File: src/sv/memory_request_spec_parser_assert.svh
// Assertion macros for the memory request parser.
// Included by RTL files that carry concurrent checks; needs clk and rst_n in scope.
`ifndef MEMORY_REQUEST_SPEC_PARSER_ASSERT_SVH
`define MEMORY_REQUEST_SPEC_PARSER_ASSERT_SVH

// Same-cycle implication, checked out of reset.
`define MRSP_ASSERT_NOW(label, ante, cons) \
  label: assert property (@(posedge clk) disable iff (!rst_n) (ante) |-> (cons)) \
    else $error("mrsp check failed");

// Next-cycle implication, checked out of reset.
`define MRSP_ASSERT_NEXT(label, ante, cons) \
  label: assert property (@(posedge clk) disable iff (!rst_n) (ante) |=> (cons)) \
    else $error("mrsp check failed");

`endif

File: src/sv/mrsp_pkg.sv
// Shared types, character codes and digit helpers for the memory request parser.
// No dependencies; imported by mrsp_out_buf and memory_request_spec_parser.
package mrsp_pkg;

  localparam logic [7:0]  CHAR_COMMA       = 8'h2C;
  localparam logic [7:0]  CHAR_COLON       = 8'h3A;
  localparam logic [20:0] MAX_LENGTH_RESET = 21'd4096;

  typedef struct packed {
    logic [7:0] packet_byte;
    logic       last_byte;
  } in_t;

  typedef struct packed {
    logic        parse_ok;
    logic [63:0] address;
    logic [20:0] length;
    logic [12:0] data_offset;
  } out_t;

  // {is_hex, value}
  function automatic logic [4:0] hex_decode(input logic [7:0] c);
    logic [4:0] r;
    r = 5'd0;
    if (c >= 8'h30 && c <= 8'h39) begin
      r = {1'b1, 4'(c - 8'h30)};
    end else if (c >= 8'h61 && c <= 8'h66) begin
      r = {1'b1, 4'(c - 8'h57)};
    end else if (c >= 8'h41 && c <= 8'h46) begin
      r = {1'b1, 4'(c - 8'h37)};
    end
    return r;
  endfunction

  // Shift in one nibble, saturating to all ones once the top nibble is occupied.
  function automatic logic [63:0] push_digit(input logic [63:0] acc, input logic [3:0] d);
    logic [63:0] r;
    if (acc[63:60] != 4'd0) begin
      r = '1;
    end else begin
      r = {acc[59:0], d};
    end
    return r;
  endfunction

endpackage

File: src/sv/memory_request_spec_parser.sv
// Memory request parser: one packet byte per cycle, one request result per packet.
// Output: a result shows on out_valid in the cycle after its last byte is accepted
// when the result buffer is free; a stalled output delays it further.
// Throughput: one byte per cycle; a two-entry result buffer keeps input flowing
// while a result waits, and in_stall rises only when both entries are full.
// Reset (sync, rst_n low): parser state cleared, max_length = 4096, buffer empty.
`include "memory_request_spec_parser_assert.svh"

module memory_request_spec_parser
  import mrsp_pkg::*;
#(
  parameter int MAX_PACKET_BYTES = 4096
) (
  input  logic        clk,
  input  logic        rst_n,
  input  logic        in_valid,
  output logic        in_stall,
  input  in_t         in_data,
  output logic        out_valid,
  input  logic        out_stall,
  output out_t        out_data,
  input  logic        cfg_we,
  input  logic [20:0] cfg_wdata
);

  localparam int POS_W = $clog2(MAX_PACKET_BYTES + 1);
  localparam logic [POS_W-1:0] MAX_POS = POS_W'(MAX_PACKET_BYTES);

  typedef enum logic [2:0] {
    PH_FIRST,
    PH_ADDR,
    PH_LEN,
    PH_DONE,
    PH_FAIL
  } phase_t;

  phase_t           phase_r, phase_nxt;
  logic [POS_W-1:0] pos_r, pos_nxt;
  logic [63:0]      addr_r, addr_nxt;
  logic             addr_seen_r, addr_seen_nxt;
  logic [63:0]      len_r, len_nxt;
  logic             len_seen_r, len_seen_nxt;
  logic [12:0]      off_r, off_nxt;
  logic [20:0]      max_length_r;

  logic             in_acc;
  logic             buf_full;
  logic [4:0]       hex;
  logic [POS_W-1:0] off_sat;
  logic [POS_W+12:0] off_ext;
  logic             ok;
  out_t             res;
  logic             out_fields_zero;

  assign in_stall = buf_full;
  assign in_acc   = in_valid && !in_stall;
  assign hex      = hex_decode(in_data.packet_byte);

  // byte index after the current one, capped at the packet size
  assign off_sat = (pos_r == MAX_POS) ? MAX_POS : pos_r + 1'b1;
  assign off_ext = {13'd0, off_sat};

  always_comb begin
    phase_nxt     = phase_r;
    addr_nxt      = addr_r;
    addr_seen_nxt = addr_seen_r;
    len_nxt       = len_r;
    len_seen_nxt  = len_seen_r;
    off_nxt       = off_r;
    pos_nxt       = (pos_r == MAX_POS) ? pos_r : pos_r + 1'b1;
    case (phase_r)
      PH_FIRST: begin
        phase_nxt = PH_ADDR;
      end
      PH_ADDR: begin
        if (hex[4]) begin
          addr_nxt      = push_digit(addr_r, hex[3:0]);
          addr_seen_nxt = 1'b1;
        end else if (in_data.packet_byte == CHAR_COMMA && addr_seen_r) begin
          phase_nxt = PH_LEN;
        end else begin
          phase_nxt = PH_FAIL;
        end
      end
      PH_LEN: begin
        if (hex[4]) begin
          len_nxt      = push_digit(len_r, hex[3:0]);
          len_seen_nxt = 1'b1;
        end else if (len_seen_r) begin
          if (in_data.packet_byte == CHAR_COLON) begin
            off_nxt = off_ext[12:0];
          end
          phase_nxt = PH_DONE;
        end else begin
          phase_nxt = PH_FAIL;
        end
      end
      default: begin
      end
    endcase
  end

  assign ok = (phase_nxt == PH_DONE) || (phase_nxt == PH_LEN && len_seen_nxt);

  always_comb begin
    res = '0;
    if (ok) begin
      res.parse_ok    = 1'b1;
      res.address     = addr_nxt;
      res.length      = (len_nxt > {43'd0, max_length_r}) ? max_length_r : len_nxt[20:0];
      res.data_offset = off_nxt;
    end
  end

  always_ff @(posedge clk) begin
    if (!rst_n) begin
      phase_r      <= PH_FIRST;
      pos_r        <= '0;
      addr_r       <= '0;
      addr_seen_r  <= 1'b0;
      len_r        <= '0;
      len_seen_r   <= 1'b0;
      off_r        <= '0;
      max_length_r <= MAX_LENGTH_RESET;
    end else begin
      if (cfg_we) begin
        max_length_r <= cfg_wdata;
      end
      if (in_acc) begin
        if (in_data.last_byte) begin
          phase_r     <= PH_FIRST;
          pos_r       <= '0;
          addr_r      <= '0;
          addr_seen_r <= 1'b0;
          len_r       <= '0;
          len_seen_r  <= 1'b0;
          off_r       <= '0;
        end else begin
          phase_r     <= phase_nxt;
          pos_r       <= pos_nxt;
          addr_r      <= addr_nxt;
          addr_seen_r <= addr_seen_nxt;
          len_r       <= len_nxt;
          len_seen_r  <= len_seen_nxt;
          off_r       <= off_nxt;
        end
      end
    end
  end

  mrsp_out_buf u_out_buf (
    .clk        (clk),
    .rst_n      (rst_n),
    .push_valid (in_acc && in_data.last_byte),
    .push_data  (res),
    .buf_full   (buf_full),
    .out_valid  (out_valid),
    .out_stall  (out_stall),
    .out_data   (out_data)
  );

  assign out_fields_zero = out_data.address == 64'd0 && out_data.length == 21'd0 &&
                           out_data.data_offset == 13'd0;

  // a malformed request carries all-zero fields
  `MRSP_ASSERT_NOW(a_fail_zero, out_valid && !out_data.parse_ok, out_fields_zero)
  // the last byte always returns the parser to the start of a packet
  `MRSP_ASSERT_NEXT(a_last_clears, in_acc && in_data.last_byte, phase_r == PH_FIRST && pos_r == '0)
  // input only backs up when a result is already waiting
  `MRSP_ASSERT_NOW(a_stall_has_out, in_stall, out_valid)
  `MRSP_ASSERT_NOW(a_pos_sat, 1'b1, pos_r <= MAX_POS)

endmodule

File: src/sv/mrsp_out_buf.sv
// Two-entry result buffer: output register plus skid register.
// Depends on mrsp_pkg (out_t).
module mrsp_out_buf
  import mrsp_pkg::*;
(
  input  logic clk,
  input  logic rst_n,
  input  logic push_valid,
  input  out_t push_data,
  output logic buf_full,
  output logic out_valid,
  input  logic out_stall,
  output out_t out_data
);

  logic main_v_r, main_v_nxt;
  out_t main_d_r, main_d_nxt;
  logic skid_v_r, skid_v_nxt;
  out_t skid_d_r, skid_d_nxt;
  logic pop;

  assign pop = main_v_r && !out_stall;

  // push is never raised while the skid entry is occupied
  always_comb begin
    main_v_nxt = main_v_r;
    main_d_nxt = main_d_r;
    skid_v_nxt = skid_v_r;
    skid_d_nxt = skid_d_r;
    if (!main_v_r || pop) begin
      if (skid_v_r) begin
        main_v_nxt = 1'b1;
        main_d_nxt = skid_d_r;
        skid_v_nxt = 1'b0;
      end else begin
        main_v_nxt = push_valid;
        main_d_nxt = push_data;
      end
    end else if (push_valid) begin
      skid_v_nxt = 1'b1;
      skid_d_nxt = push_data;
    end
  end

  always_ff @(posedge clk) begin
    if (!rst_n) begin
      main_v_r <= 1'b0;
      skid_v_r <= 1'b0;
    end else begin
      main_v_r <= main_v_nxt;
      skid_v_r <= skid_v_nxt;
    end
    main_d_r <= main_d_nxt;
    skid_d_r <= skid_d_nxt;
  end

  assign buf_full  = skid_v_r;
  assign out_valid = main_v_r;
  assign out_data  = main_d_r;

endmodule
File: config.mk
export PLATFORM = sky130hd
export DESIGN_NAME = memory_request_spec_parser
export DESIGN_NICKNAME = d
export VERILOG_FILES = /design/src/sv/mrsp_pkg.sv /design/src/sv/memory_request_spec_parser.sv /design/src/sv/mrsp_out_buf.sv
export VERILOG_INCLUDE_DIRS = /design/src /design/src/sv
export SDC_FILE = /design/constraint.sdc
export NUM_CORES = 1
export LEC_CHECK = 0
export BUFFER_PORTS_ARGS = -buffer_cell sky130_fd_sc_hd__buf_2
export CORE_ASPECT_RATIO = 1.5
export CORE_MARGIN = 5
export CORE_UTILIZATION = 65
export CTS_CLUSTER_DIAMETER = 120
export CTS_CLUSTER_SIZE = 20
export DETAILED_ROUTE_END_ITERATION = 8
export PLACE_DENSITY = 0.85
export SLEW_MARGIN = 20
export SYNTH_ARGS = -nofsm -noshare
export SYNTH_HDL_FRONTEND = slang
export SYNTH_SLANG_ARGS = --single-unit
export TNS_END_PERCENT = 10
File: constraint.sdc
create_clock -name clk -period 19.35 [get_ports clk]
set_clock_uncertainty 0.05 [all_clocks]
set_input_delay 0 -clock clk [delete_from_list [all_inputs] [get_ports clk]]
set_output_delay 0 -clock clk [all_outputs]
set_load 0.1 [all_outputs]
==> run metrics <==
Psw=0.357 mW; Syn Nets=1,743; internal power=1.10 mW; fin crit share=25.8%; synthesized flop and latch total=380; Fmax=0.200 GHz; maxcap violations=0; Critical R2R Capture=u_out_buf.skid_d_r[29]; critical path arrival=5.32 ns; Primary FF master, synth=edfxtp_1; Synth Instances=1,680; clock power share=32.7%; number of diodes=0; TritonCTS buffer count=22; io pins=136; ranking of synthesized cells by area=edfxtp_1, dfxtp_1, a211oi_2; critical path fanouts, max=24; Area growth, synth to finish=8.95%; post-CTS setup buffers=0; kind of critical path=register to register; Layout fillers=1,895; Final nets=1,804; via count=13,500; sequential cell area=9590 sq um; crit path time final=5.00 ns; critical path launch point=phase_r[1]; Hold Fails Final Rpt=0; Sink Count=380; Finish-stage setup viols=0; Setup crit end kind=register; initial antenna violation count=0; VDD IR max=62.3 uV; reg-to-reg slack, setup=14.35 ns; starting density of the core=66.0%; die width=146 microns; Syn Area/Cell=10.7 sq um; RSZ-0062 raised after global routing=false; Clock Path Buffers=3; WL met2=21.1 mm; dominant cell type by area after synthesis=edfxtp_1; number of synthesized flops with an enable pin=198; Pwr Density=74.3 nW/um^2; max layer used=met4; first-pass GRT wire length=67.7 mm; reg2reg start=phase_r[1]; crit path to=u_out_buf.skid_d_r[29]; vias in the first global route=13,300; met3 WL=2.23 mm; Worst setup SP type=register; HPWL after DPL=25.9 mm; Synth top cells by count=edfxtp_1, dfxtp_1, nor2_1, a21oi_1, clkbuf_1; area occupied by multi-input gates=7760 sq um; Pre-antenna DRT Iters=5; Post-DRT Antenna Nets=0; post-layout util=71.9%; H-tree Lvls=1; largest net degree at the start of global routing=91; GRT Util Overall=25.6%; Switching Share=24.5%; routed wire length=41.1 mm; Async SR Flop Fraction=0%; Slew Limit Fails=0; Rel. slew slack=25.6%; CTS tree=yes; leakage power=7.12 nW; # DRC=0; share of cells above drive strength 1=19.4%; Req. time, crit path=19.68 ns; core area=27,300 sq um; R2R depth=12; # port buffers=135; Comb pwr share=8.5%; register share of total power=58.8%; synth warn=0; Setup TNS=0 ns; measured slew at the worst slew-check pin=1.12 ns; FP Rows=74; count leader, synth=edfxtp_1; Routability Congestion=0.876; wire length on met1=16.1 mm; clock latency on the worst-skew pair=0.54 ns; sequential share of the synthesized area=53.2%; post-synth top area share=33.0%; drt wl/cell=19.6 microns; cell area after synthesis=18,000 sq um; die area=31,200 sq um; Overflow after GRT=0; Hold Crit Class=primary input to register; status=completed; vias per cell=6.43; Clock transition at path regs=0.09 ns; die extent in y=214 microns; Yosys cell types=62; worst hold margin=0.00291 ns; Root Driver=clkbuf_16; First DRT Iteration DRCs=1,169
[cell usage in the layout (no fill, tap or decap), drive strengths merged, types with 13 or more instances in the layout]
cell / n
dfxtp: 182
a21oi: 101
a211oi: 68
nor2: 180
dlygate4sd3: 24
buf: 158
nand4: 30
nand2: 53
edfxtp: 198
o21bai: 42
inv: 30
a31oi: 27
mux2: 69
nor4: 14
o21ai: 77
o211ai: 26
o2bb2ai: 60
nand3: 50
mux2i: 26
a22oi: 33
and2: 64
clkbuf: 38
nor2b: 66
ha: 28
a21boi: 13
[repair_timing]
action                                  in CTS  in global routing
resized for setup                            0                  0
endpoints found under the setup margin       0                  0
endpoints found under the hold margin       23                  0
hold buffers                                24                  0
[critical path: stages (launching register included)]
cell     delay [ns]
dfxtp_1        0.46
nor3b_2        0.20
buf_4          0.27
and3_1         0.74
a21oi_1        0.27
ha_1           0.41
nand4_1        0.20
or4_1          0.63
a21oi_1        0.32
o31a_1         0.58
buf_4          0.37
o21ai_0        0.14
a21oi_1        0.16
[sequential cells by signal (all words and copies together), names as in the netlist]
| signal | flops |
|---|---|
| u_out_buf.out_data | 99 |
| u_out_buf.skid_d_r | 99 |
| addr_r | 64 |
| len_r | 64 |
| max_length_r | 21 |
| off_r | 13 |
| pos_r | 13 |
| phase_r | 3 |
| addr_seen_r | 1 |
| len_seen_r | 1 |
| u_out_buf.buf_full | 1 |
| u_out_buf.out_valid | 1 |
[through the flow]
stage / power, mW / cell area, sq um / std cells / worst slack, ns
after floorplan: 0.972 / 18000 / 1680 / 10.81
after global placement: 0.994 / 18700 / 2034 / 14.51
after detailed placement: 0.997 / 18700 / 2034 / 14.22
after CTS: 1.46 / 19600 / 2096 / 14.48
after global routing: 1.50 / 19600 / 2097 / 14.06
final: 1.46 / 19600 / 2097 / 14.35
[routing by layer]
layer / vias up / global-route usage (%)
met2: 516 / 45.0
li1: 6297 / -
met1: 6550 / 31.8
met4: 0 / 11.1
met5: - / 0
met3: 115 / 2.83
[how the worst min path moves through the flow]
stage	slack [ns]	cells after the start	start	to
2_1_floorplan	0.08	2	cfg_wdata[12]	max_length_r[12]
3_3_place_gp	0.17	3	cfg_wdata[12]	max_length_r[12]
3_5_place_dp	0.18	3	cfg_wdata[12]	max_length_r[12]
4_1_cts	0.001	3	rst_n	len_r[40]
5_1_grt	0.06	3	cfg_we	max_length_r[2]
6_report	0.003	3	rst_n	len_r[40]
[power groups by stage]
stage | Combinational [mW] | Clock, mW | Sequential, mW
4_1_cts | 0.123 | 0.483 | 0.859
3_5_place_dp | 0.119 | 0 | 0.877
5_1_grt | 0.131 | 0.514 | 0.860
6_report | 0.124 | 0.477 | 0.859
3_3_place_gp | 0.117 | 0 | 0.877
2_1_floorplan | 0.0416 | 0 | 0.930
[cells by family (layout without fill, tap and decap cells)]
logic type / count (synthesis) / count (layout) / share of synthesized area [%]
buffers and inverters: 175 / 250 / 4.24
AO/OA/AOI/OAI: 485 / 485 / 20.0
flip-flops: 380 / 380 / 53.2
XOR/XNOR: 11 / 11 / 0.534
multiplexers: 95 / 95 / 5.75
adder cells (fa/ha/maj): 28 / 28 / 1.94
AND/OR/NAND/NOR: 506 / 506 / 14.3
[final cells by class]
class,instances,area share [%]
clock buffer,38,3.22
inverter,30,0.573
multi-input combinational,1125,39.5
sequential,380,48.8
tap,342,2.18
timing repair buffer,182,5.66
(Power assumes the default switching activity.)
